### src/hdl/assert_macros.svh
// Assertion shorthands shared by the RTL files.
`ifndef ASSERT_MACROS_SVH
`define ASSERT_MACROS_SVH

// Same-cycle implication, muted during reset.
`define CHECK_NOW(label, clk, rst, ante, cons) \
   label: assert property (@(posedge clk) disable iff (rst) (ante) |-> (cons)) \
      else $error("same-cycle check failed");

// Next-cycle implication, muted during reset.
`define CHECK_NEXT(label, clk, rst, ante, cons) \
   label: assert property (@(posedge clk) disable iff (rst) (ante) |=> (cons)) \
      else $error("next-cycle check failed");

`endif

### src/hdl/lcwf_pkg.sv
package lcwf_pkg;

   localparam int SAMPLE_W = 24;
   localparam int WEIGHT_W = 31;
   localparam int FILL_W   = 3;
   localparam int CFG_W    = 16;
   localparam int OP_W     = 2;
   localparam int DIV_DW   = 34;
   localparam int DIV_VW   = 16;
   localparam int PROD_W   = 32;
   localparam int FIFO_DEPTH = 2;

   localparam logic [6:0]       SCALE_CG    = 7'd100;
   localparam logic [CFG_W-1:0] RESET_CPG   = 16'd450;
   localparam logic [CFG_W-1:0] RESET_DBAND = 16'd25;

   localparam logic [OP_W-1:0] OP_FILTER = 2'd0;
   localparam logic [OP_W-1:0] OP_TARE   = 2'd1;
   localparam logic [OP_W-1:0] OP_COMMIT = 2'd2;
   localparam logic [OP_W-1:0] OP_NONE   = 2'd3;

   localparam logic CSR_CPG   = 1'b0;
   localparam logic CSR_DBAND = 1'b1;

   typedef enum logic [1:0] {
      KIND_FILTER,
      KIND_TARE,
      KIND_COMMIT,
      KIND_NOP
   } kind_type;

   typedef struct packed {
      kind_type                   kind;
      logic                       zero;
      logic signed [SAMPLE_W-1:0] sample;
   } item_type;

   typedef struct packed {
      logic              start;
      logic [DIV_DW-1:0] dividend;
      logic [DIV_VW-1:0] divisor;
   } div_req_type;

   typedef struct packed {
      logic              done;
      logic [DIV_DW-1:0] quotient;
   } div_rsp_type;

endpackage

### src/hdl/lcwf_div.sv
`include "assert_macros.svh"

module lcwf_div (
   input  logic                 clock,
   input  logic                 reset,
   input  lcwf_pkg::div_req_type req,
   output lcwf_pkg::div_rsp_type rsp
);

   localparam int DW  = lcwf_pkg::DIV_DW;
   localparam int VW  = lcwf_pkg::DIV_VW;
   localparam int CW  = $clog2(DW + 1);

   logic [VW-1:0] rem_ff, rem_in;
   logic [DW-1:0] quo_ff, quo_in;
   logic [VW-1:0] dvs_ff, dvs_in;
   logic [CW-1:0] cnt_ff, cnt_in;
   logic          busy_ff, busy_in;
   logic          done_ff, done_in;
   logic [VW:0]   shifted;
   logic [VW+1:0] trial;

   always_comb begin
      rem_in  = rem_ff;
      quo_in  = quo_ff;
      dvs_in  = dvs_ff;
      cnt_in  = cnt_ff;
      busy_in = busy_ff;
      done_in = 1'b0;
      shifted = {rem_ff, quo_ff[DW-1]};
      trial   = {1'b0, shifted} - {2'b00, dvs_ff};
      if (req.start) begin
         rem_in  = '0;
         quo_in  = req.dividend;
         dvs_in  = req.divisor;
         cnt_in  = CW'(DW);
         busy_in = 1'b1;
      end else if (busy_ff) begin
         // one restoring step: keep the trial remainder when it did not borrow
         if (!trial[VW+1]) begin
            rem_in = trial[VW-1:0];
            quo_in = {quo_ff[DW-2:0], 1'b1};
         end else begin
            rem_in = shifted[VW-1:0];
            quo_in = {quo_ff[DW-2:0], 1'b0};
         end
         cnt_in = cnt_ff - 1'b1;
         if (cnt_ff == CW'(1)) begin
            busy_in = 1'b0;
            done_in = 1'b1;
         end
      end
   end

   always_ff @(posedge clock) begin
      rem_ff <= rem_in;
      quo_ff <= quo_in;
      dvs_ff <= dvs_in;
      cnt_ff <= cnt_in;
      if (reset) begin
         busy_ff <= 1'b0;
         done_ff <= 1'b0;
      end else begin
         busy_ff <= busy_in;
         done_ff <= done_in;
      end
   end

   assign rsp.done     = done_ff;
   assign rsp.quotient = quo_ff;

   `CHECK_NOW(a_no_restart, clock, reset, req.start, !busy_ff)
   `CHECK_NEXT(a_done_ends_busy, clock, reset, done_ff, !busy_ff)

endmodule

### src/hdl/lcwf_front.sv
`include "assert_macros.svh"

module lcwf_front (
   input  logic                                   clock,
   input  logic                                   reset,
   input  logic                                   push,
   output logic                                   full,
   input  logic [lcwf_pkg::OP_W-1:0]              op,
   input  logic signed [lcwf_pkg::SAMPLE_W-1:0]   sample,
   output logic                                   head_valid,
   output lcwf_pkg::item_type                     head,
   input  logic                                   take
);

   lcwf_pkg::item_type slot_ff [lcwf_pkg::FIFO_DEPTH];
   lcwf_pkg::item_type incoming;
   logic       wr_ptr_ff, wr_ptr_in;
   logic       rd_ptr_ff, rd_ptr_in;
   logic [1:0] count_ff, count_in;
   logic       do_push, do_take;

   // classify the op code before queueing
   always_comb begin
      case (op)
         lcwf_pkg::OP_FILTER: incoming.kind = lcwf_pkg::KIND_FILTER;
         lcwf_pkg::OP_TARE:   incoming.kind = lcwf_pkg::KIND_TARE;
         lcwf_pkg::OP_COMMIT: incoming.kind = lcwf_pkg::KIND_COMMIT;
         default:             incoming.kind = lcwf_pkg::KIND_NOP;
      endcase
      incoming.zero   = (sample == '0);
      incoming.sample = sample;
   end

   assign full       = (count_ff == 2'(lcwf_pkg::FIFO_DEPTH));
   assign head_valid = (count_ff != 2'd0);
   assign head       = slot_ff[rd_ptr_ff];
   assign do_push    = push && !full;
   assign do_take    = take && head_valid;

   always_comb begin
      wr_ptr_in = do_push ? !wr_ptr_ff : wr_ptr_ff;
      rd_ptr_in = do_take ? !rd_ptr_ff : rd_ptr_ff;
      count_in  = count_ff + {1'b0, do_push} - {1'b0, do_take};
   end

   always_ff @(posedge clock) begin
      if (do_push) begin
         slot_ff[wr_ptr_ff] <= incoming;
      end
      if (reset) begin
         wr_ptr_ff <= 1'b0;
         rd_ptr_ff <= 1'b0;
         count_ff  <= 2'd0;
      end else begin
         wr_ptr_ff <= wr_ptr_in;
         rd_ptr_ff <= rd_ptr_in;
         count_ff  <= count_in;
      end
   end

   `CHECK_NOW(a_fifo_bound, clock, reset, 1'b1, count_ff <= 2'(lcwf_pkg::FIFO_DEPTH))
   `CHECK_NOW(a_ptr_match, clock, reset, count_ff != 2'd1, wr_ptr_ff == rd_ptr_ff)

endmodule

### src/hdl/lcwf_back.sv
`include "assert_macros.svh"

module lcwf_back #(
   parameter int WD       = 4,
   parameter int TARE_MAX = 15
) (
   input  logic                                  clock,
   input  logic                                  reset,
   input  logic                                  head_valid,
   input  lcwf_pkg::item_type                    head,
   output logic                                  take,
   input  logic [lcwf_pkg::CFG_W-1:0]            cpg,
   input  logic [lcwf_pkg::CFG_W-1:0]            dband,
   input  logic                                  pop,
   output logic                                  out_valid,
   output logic [lcwf_pkg::WEIGHT_W-1:0]         out_weight,
   output logic [lcwf_pkg::FILL_W-1:0]           out_fill,
   output logic                                  out_upd
);

   localparam int SW    = lcwf_pkg::SAMPLE_W;
   localparam int DW    = lcwf_pkg::DIV_DW;
   localparam int VW    = lcwf_pkg::DIV_VW;
   localparam int PW    = lcwf_pkg::PROD_W;
   localparam int PTR_W = $clog2(WD);
   localparam int CNT_W = $clog2(WD + 1);
   localparam int WT_W  = SW + $clog2(WD) + 1;
   localparam int TV_W  = $clog2(TARE_MAX + 1);
   localparam int TT_W  = SW + TV_W + 1;

   typedef enum logic [2:0] {
      S_IDLE, S_AVG_GO, S_AVG_WAIT, S_SCALE, S_WGT_WAIT, S_TARE_WAIT, S_EMIT
   } state_type;

   state_type state_ff, state_in;

   logic signed [SW-1:0]   store_ff [WD];
   logic signed [SW-1:0]   store_in [WD];
   logic [PTR_W-1:0]       ptr_ff, ptr_in;
   logic signed [WT_W-1:0] total_ff, total_in;
   logic [CNT_W-1:0]       count_ff, count_in;
   logic signed [SW-1:0]   offset_ff, offset_in;
   logic signed [TT_W-1:0] tt_ff, tt_in;
   logic [TV_W-1:0]        tv_ff, tv_in;

   logic signed [SW-1:0]   own_ff, own_in;
   logic signed [SW-1:0]   avg_ff, avg_in;
   logic                   sign_ff, sign_in;
   logic [lcwf_pkg::WEIGHT_W-1:0] res_w_ff, res_w_in;
   logic                   res_u_ff, res_u_in;

   logic                   start_ff, start_in;
   logic [DW-1:0]          dvd_ff, dvd_in;
   logic [VW-1:0]          dvs_ff, dvs_in;

   logic                   out_valid_ff, out_valid_in;
   logic [lcwf_pkg::WEIGHT_W-1:0] out_w_ff, out_w_in;
   logic [lcwf_pkg::FILL_W-1:0]   out_f_ff, out_f_in;
   logic                   out_upd_ff, out_upd_in;

   lcwf_pkg::div_req_type  dreq;
   lcwf_pkg::div_rsp_type  drsp;

   logic [WT_W-1:0]        total_mag;
   logic [TT_W-1:0]        tt_mag;
   logic signed [SW:0]     diff;
   logic [SW:0]            diff_mag;
   logic [PW-1:0]          product;
   logic [SW-1:0]          q_low;

   assign dreq.start    = start_ff;
   assign dreq.dividend = dvd_ff;
   assign dreq.divisor  = dvs_ff;

   lcwf_div u_div (
      .clock (clock),
      .reset (reset),
      .req   (dreq),
      .rsp   (drsp)
   );

   assign take = (state_ff == S_IDLE) && head_valid;

   always_comb begin
      total_mag = total_ff[WT_W-1] ? WT_W'(-total_ff) : WT_W'(total_ff);
      tt_mag    = tt_ff[TT_W-1] ? TT_W'(-tt_ff) : TT_W'(tt_ff);
      diff      = (SW+1)'(avg_ff) - (SW+1)'(offset_ff);
      diff_mag  = diff[SW] ? (SW+1)'(-diff) : (SW+1)'(diff);
      product   = PW'(diff_mag) * PW'(lcwf_pkg::SCALE_CG);
      q_low     = drsp.quotient[SW-1:0];
   end

   always_comb begin
      state_in  = state_ff;
      store_in  = store_ff;
      ptr_in    = ptr_ff;
      total_in  = total_ff;
      count_in  = count_ff;
      offset_in = offset_ff;
      tt_in     = tt_ff;
      tv_in     = tv_ff;
      own_in    = own_ff;
      avg_in    = avg_ff;
      sign_in   = sign_ff;
      res_w_in  = res_w_ff;
      res_u_in  = res_u_ff;
      start_in  = 1'b0;
      dvd_in    = dvd_ff;
      dvs_in    = dvs_ff;
      out_valid_in = out_valid_ff && !pop;
      out_w_in  = out_w_ff;
      out_f_in  = out_f_ff;
      out_upd_in = out_upd_ff;

      case (state_ff)
         S_IDLE: begin
            if (head_valid) begin
               res_w_in = '0;
               res_u_in = 1'b0;
               case (head.kind)
                  lcwf_pkg::KIND_FILTER: begin
                     own_in = head.sample;
                     if (!head.zero) begin
                        // replace the oldest entry and keep the running total
                        store_in[ptr_ff] = head.sample;
                        total_in = total_ff - WT_W'(store_ff[ptr_ff]) + WT_W'(head.sample);
                        ptr_in   = (ptr_ff == PTR_W'(WD - 1)) ? '0 : ptr_ff + 1'b1;
                        if (count_ff < CNT_W'(WD)) begin
                           count_in = count_ff + 1'b1;
                        end
                     end
                     state_in = S_AVG_GO;
                  end
                  lcwf_pkg::KIND_TARE: begin
                     if (!head.zero && tv_ff < TV_W'(TARE_MAX)) begin
                        tt_in = tt_ff + TT_W'(head.sample);
                        tv_in = tv_ff + 1'b1;
                     end
                     state_in = S_EMIT;
                  end
                  lcwf_pkg::KIND_COMMIT: begin
                     if (tv_ff != '0) begin
                        dvd_in   = DW'(tt_mag);
                        dvs_in   = VW'(tv_ff);
                        sign_in  = tt_ff[TT_W-1];
                        start_in = 1'b1;
                        state_in = S_TARE_WAIT;
                     end else begin
                        tt_in    = '0;
                        tv_in    = '0;
                        state_in = S_EMIT;
                     end
                  end
                  default: begin
                     state_in = S_EMIT;
                  end
               endcase
            end
         end
         S_AVG_GO: begin
            if (count_ff != '0) begin
               dvd_in   = DW'(total_mag);
               dvs_in   = VW'(count_ff);
               sign_in  = total_ff[WT_W-1];
               start_in = 1'b1;
               state_in = S_AVG_WAIT;
            end else begin
               avg_in   = own_ff;
               state_in = S_SCALE;
            end
         end
         S_AVG_WAIT: begin
            if (drsp.done) begin
               avg_in   = sign_ff ? -signed'(q_low) : signed'(q_low);
               state_in = S_SCALE;
            end
         end
         S_SCALE: begin
            dvd_in   = DW'(product);
            dvs_in   = (cpg == '0) ? VW'(1) : cpg;
            start_in = 1'b1;
            state_in = S_WGT_WAIT;
         end
         S_WGT_WAIT: begin
            if (drsp.done) begin
               res_w_in = (drsp.quotient < DW'(dband)) ? '0 :
                          drsp.quotient[lcwf_pkg::WEIGHT_W-1:0];
               state_in = S_EMIT;
            end
         end
         S_TARE_WAIT: begin
            if (drsp.done) begin
               offset_in = sign_ff ? -signed'(q_low) : signed'(q_low);
               for (int i = 0; i < WD; i++) begin
                  store_in[i] = '0;
               end
               ptr_in   = '0;
               total_in = '0;
               count_in = '0;
               tt_in    = '0;
               tv_in    = '0;
               res_u_in = 1'b1;
               state_in = S_EMIT;
            end
         end
         S_EMIT: begin
            if (!out_valid_ff || pop) begin
               out_valid_in = 1'b1;
               out_w_in     = res_w_ff;
               out_f_in     = lcwf_pkg::FILL_W'(count_ff);
               out_upd_in   = res_u_ff;
               state_in     = S_IDLE;
            end
         end
         default: begin
            state_in = S_IDLE;
         end
      endcase
   end

   always_ff @(posedge clock) begin
      own_ff   <= own_in;
      avg_ff   <= avg_in;
      sign_ff  <= sign_in;
      res_w_ff <= res_w_in;
      res_u_ff <= res_u_in;
      dvd_ff   <= dvd_in;
      dvs_ff   <= dvs_in;
      out_w_ff <= out_w_in;
      out_f_ff <= out_f_in;
      out_upd_ff <= out_upd_in;
      if (reset) begin
         state_ff  <= S_IDLE;
         for (int i = 0; i < WD; i++) begin
            store_ff[i] <= '0;
         end
         ptr_ff    <= '0;
         total_ff  <= '0;
         count_ff  <= '0;
         offset_ff <= '0;
         tt_ff     <= '0;
         tv_ff     <= '0;
         start_ff  <= 1'b0;
         out_valid_ff <= 1'b0;
      end else begin
         state_ff  <= state_in;
         store_ff  <= store_in;
         ptr_ff    <= ptr_in;
         total_ff  <= total_in;
         count_ff  <= count_in;
         offset_ff <= offset_in;
         tt_ff     <= tt_in;
         tv_ff     <= tv_in;
         start_ff  <= start_in;
         out_valid_ff <= out_valid_in;
      end
   end

   assign out_valid  = out_valid_ff;
   assign out_weight = out_w_ff;
   assign out_fill   = out_f_ff;
   assign out_upd    = out_upd_ff;

   `CHECK_NEXT(a_out_held, clock, reset, out_valid_ff && !pop, out_valid_ff)
   `CHECK_NOW(a_fill_bound, clock, reset, 1'b1, count_ff <= CNT_W'(WD))
   `CHECK_NOW(a_commit_no_weight, clock, reset, out_valid_ff && out_upd_ff, out_w_ff == '0)

endmodule

### src/hdl/load_cell_weight_filter.sv
// Path, push to result: op 0 runs two 34-step serial divisions (average, then scaling),
//   or only the scaling one when the window is empty; op 2 with tare samples runs one;
//   all other items go straight to the result register.
// The back end handles one item at a time and takes no new item until the last is emitted.
// A two-entry input queue and a one-entry result register decouple both sides.
// Reset (synchronous, active high) clears the window, offset, tare sums and queues,
//   and loads counts_per_gram = 450 and deadband_cg = 25.
module load_cell_weight_filter #(
   parameter int WINDOW_DEPTH = 4,
   parameter int TARE_MAX     = 15
) (
   input  logic                                   clock,
   input  logic                                   reset,
   input  logic                                   req_push,
   output logic                                   req_full,
   input  logic [lcwf_pkg::OP_W-1:0]              req_op,
   input  logic signed [lcwf_pkg::SAMPLE_W-1:0]   req_sample,
   output logic                                   rsp_empty,
   input  logic                                   rsp_pop,
   output logic [lcwf_pkg::WEIGHT_W-1:0]          rsp_weight_cg,
   output logic [lcwf_pkg::FILL_W-1:0]            rsp_window_fill,
   output logic                                   rsp_offset_updated,
   input  logic                                   csr_valid,
   output logic                                   csr_ready,
   input  logic                                   csr_index,
   input  logic [lcwf_pkg::CFG_W-1:0]             csr_data
);

   logic [lcwf_pkg::CFG_W-1:0] cpg_ff, cpg_in;
   logic [lcwf_pkg::CFG_W-1:0] dband_ff, dband_in;
   logic                       head_valid;
   lcwf_pkg::item_type         head;
   logic                       take;
   logic                       out_valid;

   // register writes are always taken
   assign csr_ready = 1'b1;

   always_comb begin
      cpg_in   = cpg_ff;
      dband_in = dband_ff;
      if (csr_valid) begin
         case (csr_index)
            lcwf_pkg::CSR_CPG:   cpg_in   = csr_data;
            lcwf_pkg::CSR_DBAND: dband_in = csr_data;
            default: ;
         endcase
      end
   end

   always_ff @(posedge clock) begin
      if (reset) begin
         cpg_ff   <= lcwf_pkg::RESET_CPG;
         dband_ff <= lcwf_pkg::RESET_DBAND;
      end else begin
         cpg_ff   <= cpg_in;
         dband_ff <= dband_in;
      end
   end

   // front: queue and classify incoming items
   lcwf_front u_front (
      .clock      (clock),
      .reset      (reset),
      .push       (req_push),
      .full       (req_full),
      .op         (req_op),
      .sample     (req_sample),
      .head_valid (head_valid),
      .head       (head),
      .take       (take)
   );

   // back: window, tare, division and result register
   lcwf_back #(
      .WD       (WINDOW_DEPTH),
      .TARE_MAX (TARE_MAX)
   ) u_back (
      .clock      (clock),
      .reset      (reset),
      .head_valid (head_valid),
      .head       (head),
      .take       (take),
      .cpg        (cpg_ff),
      .dband      (dband_ff),
      .pop        (rsp_pop),
      .out_valid  (out_valid),
      .out_weight (rsp_weight_cg),
      .out_fill   (rsp_window_fill),
      .out_upd    (rsp_offset_updated)
   );

   assign rsp_empty = !out_valid;

endmodule

### config.mk
export PLATFORM = sky130hd
export DESIGN_NAME = load_cell_weight_filter
export DESIGN_NICKNAME = d
export VERILOG_FILES = /design/src/hdl/lcwf_pkg.sv /design/src/hdl/lcwf_div.sv /design/src/hdl/lcwf_front.sv /design/src/hdl/lcwf_back.sv /design/src/hdl/load_cell_weight_filter.sv
export VERILOG_INCLUDE_DIRS = /design/src /design/src/hdl
export SDC_FILE = /design/constraint.sdc
export NUM_CORES = 1
export LEC_CHECK = 0
export BUFFER_PORTS_ARGS = -buffer_cell sky130_fd_sc_hd__buf_2
export CORE_MARGIN = 5
export CORE_UTILIZATION = 44
export DETAILED_ROUTE_END_ITERATION = 10
export GPL_TIMING_DRIVEN = 0
export PLACE_DENSITY = 0.71
export RECOVER_POWER = 50
export SLEW_MARGIN = 20
export SYNTH_ARGS = -nofsm -noshare
export SYNTH_HDL_FRONTEND = slang
export SYNTH_SLANG_ARGS = --single-unit
export TNS_END_PERCENT = 1
### constraint.sdc
create_clock -name clock -period 6.9 [get_ports clock]
set_clock_uncertainty 0.15 [all_clocks]
set_input_delay 0 -clock clock [delete_from_list [all_inputs] [get_ports clock]]
set_output_delay 0 -clock clock [all_outputs]
set_load 0.05 [all_outputs]
## Word level (Yosys, flattened, before mapping)

Memories as Yosys holds them, arrays and structs flattened. A register that Yosys moved wholly into a read port is not among the register bits.
Index checks and enable logic that the tools add are counted.

| storage, ports and cells | value |
|---|---|
| register bits | 466 |
| memory bits (writable) | 54 |
| input port bits | 48 |
| logic and storage cells | 229 |
| memories | 1 |

| cells by class | value |
|---|---|
| add/subtract/negate cells | 15 |
| $mul | 1 |
| order comparisons | 5 |
| eq/ne operators | 29 |
| mux-type cells | 98 |
| bitwise logic cells | 3 |
| reduce and logical (&&, ||, !) cells | 43 |

Memory list:

| name | depth | bits a word | read ports | clocked after memory_dff | write ports | RTL line | text |
|---|---|---|---|---|---|---|---|
| u_front.slot_ff | 2 | 27 | 1 | 1 | 1 | lcwf_front.sv:15 | `lcwf_pkg::item_type slot_ff [lcwf_pkg::FIFO_DEPTH];` |

Operator list:

| cell | number |
|---|---|
| 2-to-1 mux 96 bit | 4 |
| 2-to-1 mux 34 bit | 6 |
| case mux 96 bit (2 select lines) | 1 |
| 2-to-1 mux 29 bit | 5 |
| 2-to-1 mux 24 bit | 6 |
| 2-to-1 mux 27 bit | 5 |
| case mux 29 bit (2 select lines) | 2 |
| case mux 34 bit (3 select lines) | 1 |
| bitwise mux 96 bit | 1 |
| 2-to-1 mux 16 bit | 6 |
| 2-to-1 mux 31 bit | 3 |
| case mux 31 bit (2 select lines) | 1 |
| case mux 27 bit (2 select lines) | 1 |
| binary-select mux 24 bit (select 2 bit) | 1 |
| demux 24 bit (select 2 bit) | 1 |
| case mux 16 bit (3 select lines) | 1 |
| case mux 24 bit (2 select lines) | 1 |
| less-than comparator 34 x 16 -> 1 bit | 1 |
| multiplier 25 x 5 -> 30 bit (second input constant) | 1 |
| adder 29 x 24 -> 29 bit | 1 |
| negator 29 bit | 1 |
| adder 27 x 24 -> 27 bit | 1 |
| 2-to-1 mux 3 bit | 9 |
| negator 27 bit | 1 |
| other kinds (54) | 133 |

## Logic depth before layout (Yosys ltp)

| logic depth | value |
|---|---|
| depth after elaboration | 10 |
| gate-level depth with buffers | 29 |

## Hierarchy

From an unflattened synthesis, not the netlist that was laid out.

| second synthesis, totals | value |
|---|---|
| cell total of the unflattened synthesis | 3076 |
| area total of the unflattened synthesis | 30878.4 µm² |

By module, submodules not included:

| module | instances | cells each | area an instance (µm²) |
|---|---|---|---|
| lcwf_back | 1 | 2493 | 23357.4 |
| lcwf_div | 1 | 328 | 3887.5 |
| lcwf_front | 1 | 122 | 2249.7 |
| load_cell_weight_filter | 1 | 133 | 1383.8 |

## Worst setup path after synthesis

OpenSTA, ideal clock, no wires.

| path | value |
|---|---|
| kind | register -> register |
| from | reg u_back.avg_ff[0] |
| to | reg u_back.dvd_ff[31], data pin |
| data arrival time | 6.498 ns |
| required time | 6.485 ns |
| setup slack | -0.013 ns |
| cell stages (with the launch flop) | 27 |
| buffers on the path | 0 |
| period minus slack after synthesis | 6.913 ns |
| cells stage by stage | edfxtp_1 inv_1 ha_1 fa_1 nand2b_1 a211oi_1 o31ai_1 a2111oi_2 o2111ai_1 a31oi_1 nor2_1 xnor2_1 ha_1 ha_1 inv_1 fa_1 inv_1 ha_1 a21oi_1 o21ai_0 a2111oi_0 nor4_1 o41a_1 o311ai_1 o211ai_1 xnor2_1 nor2_1 |

| on the way | value |
|---|---|
| cells in the longest elaborated chain, start to end | 5 |

RTL lines:

| what | RTL line | text |
|---|---|---|
| start, declared | lcwf_back.sv:47 | `logic signed [SW-1:0] avg_ff, avg_in;` |
| start signal, assigned | lcwf_back.sv:223 | `avg_ff <= avg_in;` |
| subtractor 24 x 24 -> 25 bit (*) | lcwf_back.sv:87 | `diff = (SW+1)'(avg_ff) - (SW+1)'(offset_ff);` |
| negator 25 bit | lcwf_back.sv:88 | `diff_mag = diff[SW] ? (SW+1)'(-diff) : (SW+1)'(diff);` |
| 2-to-1 mux 25 bit (*) | lcwf_back.sv:88 |  |
| multiplier 25 x 5 -> 30 bit (*) | lcwf_back.sv:89 | `product = PW'(diff_mag) * PW'(lcwf_pkg::SCALE_CG);` |
| case mux 34 bit (3 select lines) (*) | lcwf_back.sv:115 | `case (state_ff)` |
| end signal, assigned | lcwf_back.sv:227 | `dvd_ff <= dvd_in;` |
| end, declared | lcwf_back.sv:53 | `logic [DW-1:0] dvd_ff, dvd_in;` |

Mark *: on every way between the ends. The rest lies on a longest branch, timed or not.
A chain may end at the register's enable or synchronous reset.

## Worst setup path in the final report

| path | value |
|---|---|
| from | reg u_back.avg_ff[1] |
| to | reg u_back.dvd_ff[27], data pin |

| on the way | value |
|---|---|
| cells in the longest elaborated chain, start to end | 5 |

RTL lines:

| what | RTL line |
|---|---|
| subtractor 24 x 24 -> 25 bit (*) | lcwf_back.sv:87 |
| negator 25 bit | lcwf_back.sv:88 |
| 2-to-1 mux 25 bit (*) | lcwf_back.sv:88 |
| multiplier 25 x 5 -> 30 bit (*) | lcwf_back.sv:89 |
| case mux 34 bit (3 select lines) (*) | lcwf_back.sv:115 |
| named net u_back.dvd_in[27] | lcwf_back.sv:53 |

Mark *: on every way through the listed nets, which the timed path passes. The rest lies on a longest branch.

==> flow_summary.html <==
<table>
<tr><th>Metric</th><th>Value</th></tr>
<tr><th colspan="2">Global route</th></tr>
<tr><td>Total track usage</td><td>a little over a fifth</td></tr>
<tr><td>Vias in the first global route</td><td>~23,000</td></tr>
<tr><td>Wire length of the first global-routing pass</td><td>around 130,000 um</td></tr>
<tr><td>Antenna violations before repair</td><td>1</td></tr>
<tr><td>Sum of overflow across all layers after global routing</td><td>0</td></tr>
<tr><td>Largest net degree at the start of global routing</td><td>35</td></tr>
<tr><th colspan="2">Layout</th></tr>
<tr><td>Multi-input logic area</td><td>~16,000 um2</td></tr>
<tr><td>Number of fill cells</td><td>between 6,000 and 7,000</td></tr>
<tr><td>Number of nets in the finished design</td><td>about 3,600</td></tr>
<tr><td>Area overhead of the layout relative to synthesis</td><td>16.0%</td></tr>
<tr><td>Finished layout cell area</td><td>35,000 um2</td></tr>
<tr><td>Number of standard cells in the layout, taps in and fillers out</td><td>4,208</td></tr>
<tr><td>End-of-flow core utilization</td><td>about half</td></tr>
<tr><td>Antenna fix cells</td><td>0</td></tr>
<tr><td>Fraction of final layout cells sized beyond drive strength 1</td><td>about 8.9%</td></tr>
<tr><td>Area used by sequential logic in the layout</td><td>13,100 um2</td></tr>
<tr><th colspan="2">Drt</th></tr>
<tr><td>Vias per cell</td><td>5.61</td></tr>
<tr><td>Number of nets with antenna violations after detailed routing</td><td>0</td></tr>
<tr><td>Uppermost metal layer occupied by signal nets</td><td>met5</td></tr>
<tr><td>Final routed wire length divided by cell count</td><td>a little under 20 um</td></tr>
<tr><td>DRC marker count from the first detailed-route iteration</td><td>~2,000</td></tr>
<tr><td>Met3 routed wirelength</td><td>just over 5000 um</td></tr>
<tr><td>Sum of routed wire segments on met1</td><td>34,900 um</td></tr>
<tr><td>Total length of routed wires</td><td>roughly 80,000 um</td></tr>
<tr><td>Detailed-routed wire length on met2</td><td>between 30,000 and 40,000 um</td></tr>
<tr><td>Vias after detailed routing</td><td>23,600</td></tr>
<tr><td>Number of iterations in the first detailed-routing pass</td><td>6</td></tr>
<tr><td>DRC</td><td>0</td></tr>
<tr><th colspan="2">Place</th></tr>
<tr><td>Last weighted congestion value of the routability-driven placer</td><td>0.926</td></tr>
<tr><td>Cell Area, Placed</td><td>roughly 32,000 um2</td></tr>
<tr><td>Count of input and output buffers</td><td>82</td></tr>
<tr><td>Detailed placement HPWL</td><td>61,400 um</td></tr>
<tr><td>Dpl cells</td><td>around 4,000</td></tr>
<tr><th colspan="2">Timing</th></tr>
<tr><td>Tightest slew margin relative to the limit</td><td>-52.7%</td></tr>
<tr><td>Number of max-slew violations in the final report</td><td>69</td></tr>
<tr><td>Period minus WS final</td><td>~7000 ps</td></tr>
<tr><td>Final hold violations</td><td>0</td></tr>
<tr><td>RSZ-0062 raised after global routing</td><td>yes</td></tr>
<tr><td>Transition time at the pin with the least slew margin</td><td>approximately 2300 ps</td></tr>
<tr><td>Timing-limited maximum frequency</td><td>about 140 MHz</td></tr>
<tr><td>Fin crit share</td><td>103%</td></tr>
<tr><td>Min setup slack post-route</td><td>-189 ps</td></tr>
<tr><td>Final count of negative-setup-slack endpoints</td><td>4</td></tr>
<tr><th colspan="2">Setup path</th></tr>
<tr><td>Biggest fanout along the worst timing path</td><td>6</td></tr>
<tr><td>CP arrival</td><td>just over 7000 ps</td></tr>
<tr><td>Worst Path Required</td><td>roughly 7100 ps</td></tr>
<tr><td>Nature of the critical path endpoint</td><td>flip-flop</td></tr>
<tr><td>Startpoint class of the critical path</td><td>flip-flop</td></tr>
<tr><td>Critical path class</td><td>reg -&gt; reg</td></tr>
<tr><th colspan="2">Synthesis</th></tr>
<tr><td>Yosys warnings</td><td>0</td></tr>
<tr><td>Synthesized netlist cell count</td><td>between 3,000 and 4,000</td></tr>
<tr><td>Post-synth net total</td><td>roughly 3,400</td></tr>
<tr><td>Sequential share of the synthesized area</td><td>roughly 43%</td></tr>
<tr><td>Netlist Area Pre-Place</td><td>slightly above 30,000 um2</td></tr>
<tr><td>Post-synthesis area per instance</td><td>9.90 um2</td></tr>
<tr><td>Post-synth top area share</td><td>26.7%</td></tr>
<tr><td>Top cell types by occurrence after synthesis</td><td>inv_1 (308), edfxtp_1 (268), dfxtp_1 (251)</td></tr>
<tr><td>Number of distinct library cells after synthesis</td><td>77</td></tr>
<tr><td>Leading post-synthesis cells by cell area</td><td>edfxtp_1 (27%), dfxtp_1 (17%), ha_1 (8.7%)</td></tr>
<tr><td>Share of flip-flops with an asynchronous set or reset after synthesis</td><td>0%</td></tr>
<tr><td>Number of synthesized flops with an enable pin</td><td>approximately 270</td></tr>
<tr><td>Flip-flop and latch count after synthesis</td><td>roughly 520</td></tr>
<tr><td>Post-synth top flop</td><td>edfxtp_1</td></tr>
<tr><td>Cell taking the most area after synthesis</td><td>edfxtp_1</td></tr>
<tr><td>Most numerous cell in the Yosys netlist</td><td>inv_1</td></tr>
<tr><th colspan="2">Clock network</th></tr>
<tr><td>Number of buffers on the longest clock path</td><td>3</td></tr>
<tr><td>Count of H-tree levels built during CTS</td><td>2</td></tr>
<tr><td>Clock latency on the worst-skew pair</td><td>~600 ps</td></tr>
<tr><td>Number of buffers added by the clock tree synthesis step</td><td>approximately 50</td></tr>
<tr><td>Clock tree from TritonCTS</td><td>done</td></tr>
<tr><td>Sinks on Clock Net</td><td>about 520</td></tr>
<tr><td>Clock transition at path regs</td><td>60 ps</td></tr>
<tr><td>CTS root buf</td><td>clkbuf_16</td></tr>
<tr><th colspan="2">Floorplanning</th></tr>
<tr><td>Total core area</td><td>roughly 70,000 um2</td></tr>
<tr><td>Row count</td><td>96</td></tr>
<tr><td>Effective utilization at floorplan</td><td>~44%</td></tr>
<tr><td>Chip width</td><td>approximately 270 um</td></tr>
<tr><td>Top-Level Pins</td><td>86</td></tr>
<tr><td>Die boundary height</td><td>about 270 um</td></tr>
<tr><td>Floorplan die area</td><td>about 74,000 um2</td></tr>
<tr><th colspan="2">Worst hold path</th></tr>
<tr><td>Hold Crit Class</td><td>in -&gt; reg</td></tr>
<tr><th colspan="2">Run status</th></tr>
<tr><td>Run status</td><td>finished, violations left</td></tr>
<tr><td>Failing checks</td><td>capacitance limit, slew limit, setup timing</td></tr>
<tr><th colspan="2">Run</th></tr>
<tr><td>Max-Cap Viols</td><td>4</td></tr>
</table>
-- routing by layer --
metal | vias up | track usage, %
li1 | 11300 | -
met1 | 11300 | 28.9
met2 | 776 | 36.1
met3 | 161 | 2.86
met4 | 2 | 6.64
met5 | - | 0
-- cell usage in the layout (no fill, tap or decap), types with 24 or more instances in the layout --
| cell type | Yosys | layout |
|---|---|---|
| mux2i_1 | 33 | 32 |
| a22o_1 | 88 | 88 |
| ha_1 | 209 | 196 |
| xnor2_1 | 115 | 105 |
| and3_1 | 24 | 24 |
| or3_1 | 28 | 25 |
| mux4_2 | 24 | 24 |
| nor2_1 | 247 | 245 |
| o31ai_1 | 31 | 25 |
| mux2_2 | 36 | 34 |
| clkbuf_16 | 0 | 51 |
| o21ai_0 | 128 | 115 |
| nand3_1 | 41 | 41 |
| a21o_1 | 74 | 73 |
| xor2_1 | 94 | 87 |
| dfxtp_1 | 251 | 249 |
| and2_1 | 40 | 38 |
| a211oi_1 | 48 | 44 |
| a22oi_1 | 52 | 52 |
| buf_4 | 1 | 30 |
| nor3_1 | 37 | 35 |
| a21oi_1 | 165 | 159 |
| edfxtp_1 | 268 | 268 |
| inv_1 | 308 | 302 |
| nand2_1 | 220 | 218 |
| dlygate4sd3_1 | 0 | 75 |
| nor2b_1 | 28 | 27 |
| clkbuf_1 | 128 | 202 |
| fa_1 | 49 | 48 |
-- state kept, by name, summed over array words and instances, names as in the netlist, 16 cells and up, named ones only --
register             flops
cpg_ff                  16
u_back.own_ff           24
dband_ff                16
u_back.dvs_ff           16
u_front.slot_ff         54
u_back.u_div.quo_ff     34
u_back.offset_ff        24
u_back.res_w_ff         31
u_back.out_weight       31
u_back.u_div.rem_ff     16
u_back.store_ff         96
u_back.total_ff         27
u_back.dvd_ff           32
u_back.avg_ff           24
u_back.u_div.dvs_ff     16
u_back.tt_ff            29
-- per-stage QoR --
| step | setup TNS, ps | hold slack, ps | setup slack, ps |
|---|---|---|---|
| floorplan | 0 | -51.1 | 65.5 |
| global placement | -22400 | 44.6 | -1870 |
| detailed placement | -19710 | 55.6 | -1810 |
| finish | -394 | 14.2 | -189 |
| global route | -2890 | 44.3 | -422 |
| CTS | -52.3 | 1.64 | -33.1 |
-- final cells by class --
class	count	area share, %
clock buffers	68	3.94
multi-input cells	2080	46.2
plain buffers	136	1.52
inverters	309	3.31
flip-flops and latches	519	37.4
repair buffers	191	4.00
well taps	882	3.15
clock inverters	23	0.529
-- path summary, 6_finish.rpt --
path,startpoint,to,slack [ps],cells past startpoint
worst max-delay path,u_back.avg_ff[1],u_back.dvd_ff[27],-190,25
worst max register to register,u_back.avg_ff[1],u_back.dvd_ff[27],-190,25
worst min register to register,u_back.res_w_ff[20],u_back.out_weight[20],270,0
worst min-delay path,req_op[1],u_front.slot_ff[0][26],10,2
-- what timing repair did --
action	4_1_cts	5_1_grt
setup buffers	24	5
hold endpoints to repair	130	0
pin swaps	44	27
resized for setup	100	38
setup endpoints to repair	20	14
hold buffers	75	0
-- cell families after synthesis --
logic type	after synthesis	share of synthesized area, %
AND/OR/NAND/NOR	782	12.3
adder cells (fa/ha/maj)	258	11.9
AO/OA/AOI/OAI	737	16.5
flip-flops	519	43.3
XOR/XNOR	209	6.07
buffers and inverters	447	5.60
other	1	0.0124
multiplexers	93	4.23
-- critical path, cell delays in order (launching register included) --
cell and delay (ps):
edfxtp_1 410, ha_1 320, nor2b_4 130, o31a_1 270, o21a_1 210, or3_4 330, a2111o_1 410, a21o_1 200
or3_4 400, and2_4 190, xor2_2 150, ha_1 300, ha_1 270, inv_1 40, fa_1 490, inv_2 50
ha_4 230, a211o_4 360, a2111oi_4 190, buf_4 190, nor4_4 40, o41a_1 510, o311ai_4 340, nand2b_1 190
xnor2_4 310, o31ai_4 110
Power is not shown: default switching activity piles up to over one toggle a cycle in this logic, so the estimate is an artifact.
